--- src/rtl/srcp_pkg.sv ---
// ----------------------------------------------------------------------------
// srcp_pkg
// Shared types, codes and the silence table of the sound register command
// player.
// ----------------------------------------------------------------------------
package srcp_pkg;

   // default width of the stream offset counter
   localparam int OFFSET_BITS_DEFAULT = 24;

   // silence sequence length and its index width
   localparam int SILENCE_LEN  = 36;
   localparam int SIL_IDX_BITS = 6;

   // reset values of the configuration registers
   localparam logic [31:0] STREAM_BASE_RESET  = 32'h0000_0000;
   localparam logic [7:0]  WRITE_OPCODE_RESET = 8'h01;
   localparam logic [7:0]  WAIT_OPCODE_RESET  = 8'h02;
   localparam logic [7:0]  END_OPCODE_RESET   = 8'h03;

   // request codes
   typedef enum logic [1:0] {
      REQ_PLAY = 2'd0,
      REQ_STOP = 2'd1,
      REQ_TICK = 2'd2,
      REQ_BYTE = 2'd3
   } req_code_type;

   // result kinds
   typedef enum logic [2:0] {
      KIND_WRITE   = 3'd0,
      KIND_FETCH   = 3'd1,
      KIND_FRAME   = 3'd2,
      KIND_STOPPED = 3'd3,
      KIND_UNKNOWN = 3'd4
   } kind_type;

   // configuration register indexes
   typedef enum logic [1:0] {
      CSR_STREAM_BASE  = 2'd0,
      CSR_WRITE_OPCODE = 2'd1,
      CSR_WAIT_OPCODE  = 2'd2,
      CSR_END_OPCODE   = 2'd3
   } csr_index_type;

   // command parser phase
   typedef enum logic [2:0] {
      PH_IDLE  = 3'd0,
      PH_CMD   = 3'd1,
      PH_ADDR  = 3'd2,
      PH_DATA  = 3'd3,
      PH_LOOP0 = 3'd4,
      PH_LOOP1 = 3'd5,
      PH_LOOP2 = 3'd6,
      PH_LOOP3 = 3'd7
   } phase_type;

   // closing result of a request
   typedef enum logic [2:0] {
      TAIL_NONE    = 3'd0,
      TAIL_FETCH   = 3'd1,
      TAIL_FRAME   = 3'd2,
      TAIL_STOPPED = 3'd3,
      TAIL_UNKNOWN = 3'd4
   } tail_type;

   // configuration register set
   typedef struct packed {
      logic [31:0] stream_base;
      logic [7:0]  write_opcode;
      logic [7:0]  wait_opcode;
      logic [7:0]  end_opcode;
   } cfg_type;

   // result job handed from parser to emitter: silence, then write, then tail
   typedef struct packed {
      logic        sil;
      logic        wr;
      logic [7:0]  waddr;
      logic [7:0]  wdata;
      tail_type    tail;
      logic [23:0] play_offset;
      logic [31:0] fetch_address;
   } job_type;

   // silence sequence register offsets
   function automatic logic [7:0] silence_addr(input logic [SIL_IDX_BITS-1:0] idx);
      logic [7:0] a;
      case (idx)
         6'd0:    a = 8'h84;
         6'd1:    a = 8'h60;
         6'd2:    a = 8'h62;
         6'd3:    a = 8'h63;
         6'd4:    a = 8'h64;
         6'd5:    a = 8'h65;
         6'd6:    a = 8'h68;
         6'd7:    a = 8'h69;
         6'd8:    a = 8'h6c;
         6'd9:    a = 8'h6d;
         6'd10:   a = 8'h90;
         6'd11:   a = 8'h91;
         6'd12:   a = 8'h92;
         6'd13:   a = 8'h93;
         6'd14:   a = 8'h94;
         6'd15:   a = 8'h95;
         6'd16:   a = 8'h96;
         6'd17:   a = 8'h97;
         6'd18:   a = 8'h98;
         6'd19:   a = 8'h99;
         6'd20:   a = 8'h9a;
         6'd21:   a = 8'h9b;
         6'd22:   a = 8'h9c;
         6'd23:   a = 8'h9d;
         6'd24:   a = 8'h9e;
         6'd25:   a = 8'h9f;
         6'd26:   a = 8'h70;
         6'd27:   a = 8'h72;
         6'd28:   a = 8'h74;
         6'd29:   a = 8'h78;
         6'd30:   a = 8'h79;
         6'd31:   a = 8'h7c;
         6'd32:   a = 8'h7d;
         6'd33:   a = 8'h80;
         6'd34:   a = 8'h81;
         6'd35:   a = 8'h84;
         default: a = 8'h00;
      endcase
      return a;
   endfunction

   // silence sequence data bytes
   function automatic logic [7:0] silence_data(input logic [SIL_IDX_BITS-1:0] idx);
      logic [7:0] d;
      case (idx)
         6'd28:   d = 8'h80;
         6'd33:   d = 8'h77;
         6'd34:   d = 8'hff;
         6'd35:   d = 8'h80;
         default: d = 8'h00;
      endcase
      return d;
   endfunction

endpackage

--- src/rtl/srcp_parser.sv ---
// ----------------------------------------------------------------------------
// srcp_parser
// Player state and command decode: updates the play state on each accepted
// request and builds the result job for it.
// ----------------------------------------------------------------------------
module srcp_parser #(
   parameter int OFFSET_BITS = srcp_pkg::OFFSET_BITS_DEFAULT
) (
   input  logic              clock,
   input  logic              reset,
   input  logic              accept,
   input  logic [1:0]        req_type,
   input  logic              req_loop_enable,
   input  logic [7:0]        req_stream_byte,
   input  srcp_pkg::cfg_type cfg,
   output srcp_pkg::job_type job
);
   import srcp_pkg::*;

   // play state
   logic                   playing_ff, playing_in;
   logic                   loop_flag_ff, loop_flag_in;
   logic [OFFSET_BITS-1:0] offset_ff, offset_in;
   phase_type              phase_ff, phase_in;
   logic [7:0]             held_addr_ff, held_addr_in;
   logic [31:0]            accum_ff, accum_in;

   // command byte decode, write tested first, then wait, then end
   logic         is_write, is_wait, is_end, active;
   req_code_type req;
   logic [31:0]  byte_lane;
   logic [1:0]   lane_sel;

   assign req      = req_code_type'(req_type);
   assign active   = playing_ff && (phase_ff != PH_IDLE);
   assign is_write = (req_stream_byte == cfg.write_opcode);
   assign is_wait  = !is_write && (req_stream_byte == cfg.wait_opcode);
   assign is_end   = !is_write && !is_wait && (req_stream_byte == cfg.end_opcode);
   assign lane_sel = phase_ff[1:0];
   assign byte_lane = 32'(req_stream_byte) << {lane_sel, 3'b000};

   // next phase
   always_comb begin
      phase_in = phase_ff;
      unique case (req)
         REQ_PLAY: phase_in = PH_IDLE;
         REQ_STOP: phase_in = PH_IDLE;
         REQ_TICK: begin
            if (playing_ff && phase_ff == PH_IDLE) phase_in = PH_CMD;
         end
         REQ_BYTE: begin
            if (active) begin
               unique case (phase_ff)
                  PH_CMD: begin
                     if (is_write) phase_in = PH_ADDR;
                     else if (is_end && loop_flag_ff) phase_in = PH_LOOP0;
                     else phase_in = PH_IDLE;
                  end
                  PH_ADDR:  phase_in = PH_DATA;
                  PH_DATA:  phase_in = PH_CMD;
                  PH_LOOP0: phase_in = PH_LOOP1;
                  PH_LOOP1: phase_in = PH_LOOP2;
                  PH_LOOP2: phase_in = PH_LOOP3;
                  PH_LOOP3: phase_in = PH_IDLE;
                  default:  phase_in = PH_IDLE;
               endcase
            end
         end
         default: phase_in = phase_ff;
      endcase
   end

   // state updates and result job
   always_comb begin
      playing_in   = playing_ff;
      loop_flag_in = loop_flag_ff;
      offset_in    = offset_ff;
      held_addr_in = held_addr_ff;
      accum_in     = accum_ff;

      job               = '0;
      job.tail          = TAIL_NONE;
      job.play_offset   = 24'(offset_ff);
      job.fetch_address = cfg.stream_base + 32'(offset_ff);

      unique case (req)
         REQ_PLAY: begin
            playing_in      = 1'b1;
            loop_flag_in    = req_loop_enable;
            offset_in       = '0;
            held_addr_in    = '0;
            accum_in        = '0;
            job.sil         = 1'b1;
            job.play_offset = '0;
         end
         REQ_STOP: begin
            playing_in = 1'b0;
            job.sil    = 1'b1;
            job.tail   = TAIL_STOPPED;
         end
         REQ_TICK: begin
            if (!playing_ff) begin
               job.tail = TAIL_STOPPED;
            end else if (phase_ff == PH_IDLE) begin
               job.tail  = TAIL_FETCH;
               offset_in = offset_ff + 1'b1;
            end
         end
         REQ_BYTE: begin
            if (active) begin
               unique case (phase_ff)
                  PH_CMD: begin
                     if (is_write) begin
                        job.tail  = TAIL_FETCH;
                        offset_in = offset_ff + 1'b1;
                     end else if (is_wait) begin
                        job.tail = TAIL_FRAME;
                     end else if (is_end && loop_flag_ff) begin
                        accum_in  = '0;
                        job.tail  = TAIL_FETCH;
                        offset_in = offset_ff + 1'b1;
                     end else if (is_end) begin
                        playing_in = 1'b0;
                        job.sil    = 1'b1;
                        job.tail   = TAIL_STOPPED;
                     end else begin
                        job.tail = TAIL_UNKNOWN;
                     end
                  end
                  PH_ADDR: begin
                     held_addr_in = req_stream_byte;
                     job.tail     = TAIL_FETCH;
                     offset_in    = offset_ff + 1'b1;
                  end
                  PH_DATA: begin
                     job.wr    = 1'b1;
                     job.waddr = held_addr_ff;
                     job.wdata = req_stream_byte;
                     job.tail  = TAIL_FETCH;
                     offset_in = offset_ff + 1'b1;
                  end
                  PH_LOOP3: begin
                     // frame done reports the offset after the jump
                     accum_in        = accum_ff | byte_lane;
                     offset_in       = OFFSET_BITS'(accum_ff | byte_lane);
                     job.play_offset = 24'(offset_in);
                     job.tail        = TAIL_FRAME;
                  end
                  default: begin
                     // first three loop offset bytes
                     accum_in  = accum_ff | byte_lane;
                     job.tail  = TAIL_FETCH;
                     offset_in = offset_ff + 1'b1;
                  end
               endcase
            end
         end
         default: job.tail = TAIL_NONE;
      endcase
   end

   // state registers
   always_ff @(posedge clock) begin
      if (reset) begin
         playing_ff   <= 1'b0;
         loop_flag_ff <= 1'b0;
         offset_ff    <= '0;
         phase_ff     <= PH_IDLE;
         held_addr_ff <= '0;
         accum_ff     <= '0;
      end else if (accept) begin
         playing_ff   <= playing_in;
         loop_flag_ff <= loop_flag_in;
         offset_ff    <= offset_in;
         phase_ff     <= phase_in;
         held_addr_ff <= held_addr_in;
         accum_ff     <= accum_in;
      end
   end

endmodule

--- src/rtl/srcp_emitter.sv ---
// ----------------------------------------------------------------------------
// srcp_emitter
// Result register: holds the job of one request and hands its results out
// one per cycle while rsp_ready is up: silence writes, a write, then the tail.
// ----------------------------------------------------------------------------
module srcp_emitter (
   input  logic              clock,
   input  logic              reset,
   input  logic              accept,
   input  srcp_pkg::job_type job,
   output logic              req_ready,
   output logic              rsp_valid,
   input  logic              rsp_ready,
   output logic [2:0]        rsp_kind,
   output logic [7:0]        rsp_reg_addr,
   output logic [7:0]        rsp_reg_data,
   output logic [31:0]       rsp_fetch_address,
   output logic [23:0]       rsp_play_offset,
   output logic              rsp_last
);
   import srcp_pkg::*;

   localparam logic [SIL_IDX_BITS-1:0] SIL_LAST = SIL_IDX_BITS'(SILENCE_LEN - 1);

   // job registers
   logic                    sil_ff;
   logic [SIL_IDX_BITS-1:0] idx_ff;
   logic                    wr_ff;
   logic [7:0]              waddr_ff;
   logic [7:0]              wdata_ff;
   tail_type                tail_ff;
   logic [23:0]             poff_ff;
   logic [31:0]             faddr_ff;

   logic     take, tail_on;
   kind_type kind;

   assign tail_on   = (tail_ff != TAIL_NONE);
   assign rsp_valid = sil_ff || wr_ff || tail_on;
   assign take      = rsp_valid && rsp_ready;
   assign req_ready = !rsp_valid || (take && rsp_last);

   // current result
   always_comb begin
      kind              = KIND_WRITE;
      rsp_reg_addr      = '0;
      rsp_reg_data      = '0;
      rsp_fetch_address = '0;
      rsp_last          = 1'b1;
      if (sil_ff) begin
         rsp_reg_addr = silence_addr(idx_ff);
         rsp_reg_data = silence_data(idx_ff);
         rsp_last     = (idx_ff == SIL_LAST) && !wr_ff && !tail_on;
      end else if (wr_ff) begin
         rsp_reg_addr = waddr_ff;
         rsp_reg_data = wdata_ff;
         rsp_last     = !tail_on;
      end else begin
         case (tail_ff)
            TAIL_FETCH: begin
               kind              = KIND_FETCH;
               rsp_fetch_address = faddr_ff;
            end
            TAIL_FRAME:   kind = KIND_FRAME;
            TAIL_UNKNOWN: kind = KIND_UNKNOWN;
            default:      kind = KIND_STOPPED;
         endcase
      end
   end

   assign rsp_kind        = kind;
   assign rsp_play_offset = poff_ff;

   // job control: load on a new request, else step on each taken result
   always_ff @(posedge clock) begin
      if (reset) begin
         sil_ff  <= 1'b0;
         wr_ff   <= 1'b0;
         tail_ff <= TAIL_NONE;
         idx_ff  <= '0;
      end else if (accept) begin
         sil_ff  <= job.sil;
         wr_ff   <= job.wr;
         tail_ff <= job.tail;
         idx_ff  <= '0;
      end else if (take) begin
         if (sil_ff) begin
            if (idx_ff == SIL_LAST) sil_ff <= 1'b0;
            idx_ff <= idx_ff + 1'b1;
         end else if (wr_ff) begin
            wr_ff <= 1'b0;
         end else begin
            tail_ff <= TAIL_NONE;
         end
      end
   end

   // job payload
   always_ff @(posedge clock) begin
      if (accept) begin
         waddr_ff <= job.waddr;
         wdata_ff <= job.wdata;
         poff_ff  <= job.play_offset;
         faddr_ff <= job.fetch_address;
      end
   end

endmodule

--- src/rtl/sound_register_command_player.sv ---
// ----------------------------------------------------------------------------
// sound_register_command_player
// Walks a music command stream one frame tick at a time and turns it into
// sound register writes and stream fetch requests.
// ----------------------------------------------------------------------------
// A request is decoded in the cycle it is accepted and its results are loaded
// into a single result register that hands out one result per cycle while
// rsp_ready is high. A request with one result (a tick, a fetched command,
// address or loop byte, an unknown command) is followed by the next request
// in the next cycle if its result is taken, so a stream byte can be parsed
// every cycle while rsp_ready is high. A register write's data byte yields
// two results. Play yields the silence sequence, stop and end of music without
// looping add a stopped result; new requests wait while these drain. Offsets
// wrap at OFFSET_BITS bits and fetch addresses at 32 bits.
// ----------------------------------------------------------------------------
module sound_register_command_player #(
   parameter int OFFSET_BITS = srcp_pkg::OFFSET_BITS_DEFAULT
) (
   input  logic        clock,
   input  logic        reset,
   // request channel
   input  logic        req_valid,
   output logic        req_ready,
   input  logic [1:0]  req_type,
   input  logic        req_loop_enable,
   input  logic [7:0]  req_stream_byte,
   // result channel
   output logic        rsp_valid,
   input  logic        rsp_ready,
   output logic [2:0]  rsp_kind,
   output logic [7:0]  rsp_reg_addr,
   output logic [7:0]  rsp_reg_data,
   output logic [31:0] rsp_fetch_address,
   output logic [23:0] rsp_play_offset,
   output logic        rsp_last,
   // configuration port
   input  logic        csr_write_enable,
   input  logic [1:0]  csr_index,
   input  logic [31:0] csr_wdata
);
   import srcp_pkg::*;

   cfg_type cfg_ff;
   job_type job;
   logic    accept;

   assign accept = req_valid && req_ready;

   // configuration registers
   always_ff @(posedge clock) begin
      if (reset) begin
         cfg_ff.stream_base  <= STREAM_BASE_RESET;
         cfg_ff.write_opcode <= WRITE_OPCODE_RESET;
         cfg_ff.wait_opcode  <= WAIT_OPCODE_RESET;
         cfg_ff.end_opcode   <= END_OPCODE_RESET;
      end else if (csr_write_enable) begin
         unique case (csr_index_type'(csr_index))
            CSR_STREAM_BASE:  cfg_ff.stream_base  <= csr_wdata;
            CSR_WRITE_OPCODE: cfg_ff.write_opcode <= csr_wdata[7:0];
            CSR_WAIT_OPCODE:  cfg_ff.wait_opcode  <= csr_wdata[7:0];
            CSR_END_OPCODE:   cfg_ff.end_opcode   <= csr_wdata[7:0];
            default:          cfg_ff <= cfg_ff;
         endcase
      end
   end

   // command decode and play state
   srcp_parser #(
      .OFFSET_BITS(OFFSET_BITS)
   ) u_parser (
      .clock           (clock),
      .reset           (reset),
      .accept          (accept),
      .req_type        (req_type),
      .req_loop_enable (req_loop_enable),
      .req_stream_byte (req_stream_byte),
      .cfg             (cfg_ff),
      .job             (job)
   );

   // result register
   srcp_emitter u_emitter (
      .clock             (clock),
      .reset             (reset),
      .accept            (accept),
      .job               (job),
      .req_ready         (req_ready),
      .rsp_valid         (rsp_valid),
      .rsp_ready         (rsp_ready),
      .rsp_kind          (rsp_kind),
      .rsp_reg_addr      (rsp_reg_addr),
      .rsp_reg_data      (rsp_reg_data),
      .rsp_fetch_address (rsp_fetch_address),
      .rsp_play_offset   (rsp_play_offset),
      .rsp_last          (rsp_last)
   );

endmodule

--- config.mk ---
export PLATFORM = sky130hd
export DESIGN_NAME = sound_register_command_player
export DESIGN_NICKNAME = d
export VERILOG_FILES = /design/src/rtl/srcp_pkg.sv /design/src/rtl/srcp_parser.sv /design/src/rtl/srcp_emitter.sv /design/src/rtl/sound_register_command_player.sv
export SDC_FILE = /design/constraint.sdc
export NUM_CORES = 1
export LEC_CHECK = 0
export BUFFER_PORTS_ARGS = -buffer_cell sky130_fd_sc_hd__clkbuf_2
export CORE_AREA = 2 2 145 147
export DETAILED_ROUTE_END_ITERATION = 8
export DIE_AREA = 0 0 147 149
export PLACE_DENSITY = 0.85
export SLEW_MARGIN = 25
export SYNTH_ARGS = -nofsm -noshare
export SYNTH_HDL_FRONTEND = slang
export SYNTH_SLANG_ARGS = --single-unit
--- constraint.sdc ---
create_clock -name clock -period 4.4 [get_ports clock]
set_input_delay 0.22 -clock clock [delete_from_list [all_inputs] [get_ports clock]]
set_output_delay 0.22 -clock clock [all_outputs]
set_load 0.01 [all_outputs]
==> results_dict.tcl <==
set metrics [dict create \
    synth_top_family_by_area "simple AND/OR/NAND/NOR gates" \
    r2r_start "u_parser.offset_ff[0]" \
    layout_commonest_cell "nand2_1" \
    end_kind "register" \
    grt_usage_pct 26.1 \
    synth_mux_area_share_pct 2.34 \
    synth-edff-count 72 \
    rrSetupSlack_ns 0.88 \
    synth_area_leaders "dfxtp_1 (25%), edfxtp_1 (20%), nand2_1 (5.7%), a21oi_1 (5.6%), ha_1 (4.9%)" \
    fin_cells 1651 \
    fin_ws_ns 0.878 \
    cpPeakStageDelay_ns 0.72 \
    seq_area_frac_synth_pct 44.3 \
    fillers 1692 \
    dp_hpwl_mm 20.2 \
    synth_compound_area_share_pct 18.7 \
    violations "hold timing" \
    path_clk_slew_ns 0.07 \
    whs_endpoint "cfg_ff[29]" \
    grt_antenna_before_repair 0 \
    synth-xor-area-share_pct 5.51 \
    p_int_mw 3.45 \
    cts_resized 0 \
    arrival_ns 3.78 \
    skew_ns 0.00763 \
    startpoint "u_parser.offset_ff[0]" \
    ys_ff_latch 207 \
    sequentialPowerShare_pct 46.8 \
    synthAdderAreaFrac_pct 5.19 \
    die_y_um 149 \
    rsz0062_at_grt "no" \
    core_area_mm2 0.0206 \
    cts_tree "yes" \
    swShare_pct 24.8 \
    setup_violations 0 \
    drv_cap 0 \
    crit_chain "ha_1 > inv_1 > fa_1 > nor2b_1 > o31a_1 > o211ai_1 > a2111oi_0 > a2111o_1 > a41oi_1 > nand2b_1 > xnor2_1" \
    io_buffers 127 \
    gp_congestion 0.966 \
    async_flop_share_pct 0 \
    netlist_instances 1237 \
    yosys.area_share.simple_pct 20.1 \
    clk_latency_ns 0.51 \
    n_antenna_cell 0 \
    wire_per_inst_um 17.9 \
    clock-sinks 207 \
    ys_warn_count 0 \
    synthFlopType "dfxtp_1" \
    tns_ns 0 \
    final_cell_mix "nand2_1 (167), dfxtp_1 (135), nor2_1 (130)" \
    drv_slew 0 \
    dp.cells 1584 \
    vdd_drop_max_v 0.000295 \
    worst_pin_slew_ns 1.06 \
    status "finished, violations left" \
    drive_gt1_share_pct 15.0 \
    fp.dieW_um 147 \
    critPathLaunchType "register" \
    critPathMaxFanout 7 \
    ios 128 \
    dpl_worst_slack_ns 0.949 \
    cts-htree-levels 1 \
    combPwrFrac_pct 10.9 \
    ant_nets 0 \
    p_leak_nw 5.07 \
    numCtsBuffers 22 \
    wl_mm 29.6 \
    critPathKind "register to register" \
    p_sw_mw 1.14 \
    hold_path_startpoint "csr_wdata[5]" \
    cts_setup_buffers 0 \
    crit_family "compound AO/OA/AOI/OAI gates" \
    syn_to_final_growth_pct 16.9 \
    rr_worst_depth 11 \
    holdWs_ns -0.00406 \
    yosys.cell_types.count 72 \
    drt-initial-drc-count 1032 \
    hold_class "input port to register" \
    drt_drc_violations_left 0 \
    cp_data_required_time_ns 4.66 \
    grt_pass1_wl_mm 46.4 \
    worst-path-buf-inv 1 \
    synth_top_cell_area_share_pct 24.6 \
    vias 9839 \
    layout.nets 1454 \
    power.density_mw_per_mm2 358 \
    period_share_pct 80.0 \
    std_cell_rows 53 \
    initial_utilization_pct 53.4 \
    root_buffer "clkbuf_16" \
    synthesis.nets 1331 \
    first_pass_iters 7 \
    max_freq_mhz 284 \
    grt_pass1_vias 9057 \
    fin_crit_ns 3.52 \
    worstReg2RegEnd "u_emitter.faddr_ff[26]" \
    grt_max_degree 77 \
    avgSynthCellArea_um2 8.87 \
    grt_overflow 0 \
    slowest_stage "a2111oi_0" \
    syn_area_mm2 0.0110 \
    post-synth-top-area-cell "dfxtp_1" \
    viasPerCell 5.96 \
    clockBufferDepth 3 \
    pwr-share-clk_pct 42.4 \
    slew_headroom_pct 28.8 \
    min_delay_path_depth 3 \
    hold_viol 1 \
    die_area_mm2 0.0219 \
]
[worst reg2reg max path: cells and delay by family (launching register included)]
family,cells,cell delay (ns)
compound gates,5,1.60
xor+xnor,1,0.13
fa+ha+maj,2,0.65
buf+inv,1,0.07
flops,1,0.44
simple gates,2,0.39
[kinds of logic (layout without fill, tap and decap cells)]
group                      after synthesis  after routing
adders and majority gates               45             45
buffers and inverters                  104            243
DFF                                    207            207
and+or+nand+nor                        470            470
muxes                                   23             23
xor gates and xnor gates                69             69
AOI/OAI and AO/OA                      319            319
[worst max path at each step]
| stage | endpoint | slack [ns] | cells after the start |
|---|---|---|---|
| after floorplan | u_parser.held_addr_ff[7] | 1.20 | 9 |
| after detailed placement | u_emitter.faddr_ff[26] | 0.95 | 11 |
| after CTS | u_emitter.faddr_ff[26] | 0.93 | 11 |
| after global routing | u_emitter.faddr_ff[26] | 0.74 | 11 |
| final | u_emitter.faddr_ff[26] | 0.88 | 11 |
| after global placement | u_parser.offset_ff[23] | 1.08 | 9 |
[sequential cells by signal, indices dropped and copies added (netlist names), named ones only]
register and cells:
u_emitter.sil_ff 1, u_emitter.idx_ff 6, cfg_ff 56, u_parser.playing_ff 1
u_emitter.wr_ff 1, u_emitter.waddr_ff 8, u_parser.loop_flag_ff 1, u_parser.phase_ff 3
u_emitter.rsp_play_offset 24, u_parser.offset_ff 24, u_emitter.faddr_ff 32, u_parser.accum_ff 24
u_emitter.tail_ff 3, u_parser.held_addr_ff 8, u_emitter.wdata_ff 8
[layer usage]
| layer | up-vias | wire length [um] | global-route usage, % | part of all wire (%) |
|---|---|---|---|---|
| li1 | 4645 | - | - | - |
| met1 | 4622 | 12000 | 33.9 | 40 |
| met2 | 490 | 14100 | 44.9 | 48 |
| met3 | 82 | 2480 | 3.91 | 8.4 |
| met4 | 0 | 1070 | 9.28 | 3.6 |
| met5 | - | 0 | 0 | 0 |
[metrics by stage]
step                util (%)  area, um2  power [mW]
finish                  62.4      12800        4.59
global route            62.4      12800        4.73
CTS                     62.4      12800        4.60
detailed placement      57.4      11800        2.65
global placement        57.4      11800        2.64
floorplan                  -      11000        2.48
[cell type report]
type / instances / area (um2) / area share (%)
multi-input combinational: 926 / 5720 / 44.6
sequential: 207 / 4860 / 37.9
tap: 275 / 344 / 2.68
clock inverter: 14 / 170 / 1.33
inverter: 36 / 136 / 1.06
timing repair buffer: 167 / 1010 / 7.85
clock buffer: 26 / 587 / 4.57
[cell usage after synthesis (3+ instances only)]
cell type / instances
nor3_1: 14
o21bai_1: 4
a221oi_1: 7
xnor2_1: 40
a41oi_1: 5
a21o_1: 11
a2bb2oi_1: 3
inv_1: 31
edfxtp_1: 72
mux2i_1: 20
a21oi_1: 123
a21boi_0: 3
o22ai_1: 4
nand4_1: 10
nor3_2: 5
o221ai_1: 7
or2_2: 4
dfxtp_1: 135
nor2_1: 130
and2_1: 53
o211ai_1: 4
and3_1: 7
buf_2: 4
nand2_1: 167
o32ai_1: 5
nor4_1: 7
buf_6: 3
clkbuf_1: 60
a22oi_1: 6
xor2_1: 29
a22o_1: 11
or3_1: 5
nor3b_1: 3
o21a_1: 6
o31ai_1: 3
nand2b_1: 7
ha_1: 43
a211oi_1: 39
a31oi_1: 23
nor2b_1: 7
nand3_1: 38
o21ai_0: 41
[power groups by stage]
stage          registers [mW]  clock network (mW)  logic (mW)
2_1_floorplan            2.17                   0       0.313
3_3_place_gp             2.18                   0       0.457
3_5_place_dp             2.19                   0       0.466
4_1_cts                  2.15                1.96       0.489
5_1_grt                  2.16                2.04       0.541
6_report                 2.15                1.95       0.499
[what timing repair did]
| action | in CTS | in global routing |
|---|---|---|
| setup endpoints to repair | 0 | 0 |
| hold buffers | 26 | 0 |
| hold endpoints to repair | 26 | 0 |
(Power assumes the default switching activity.)
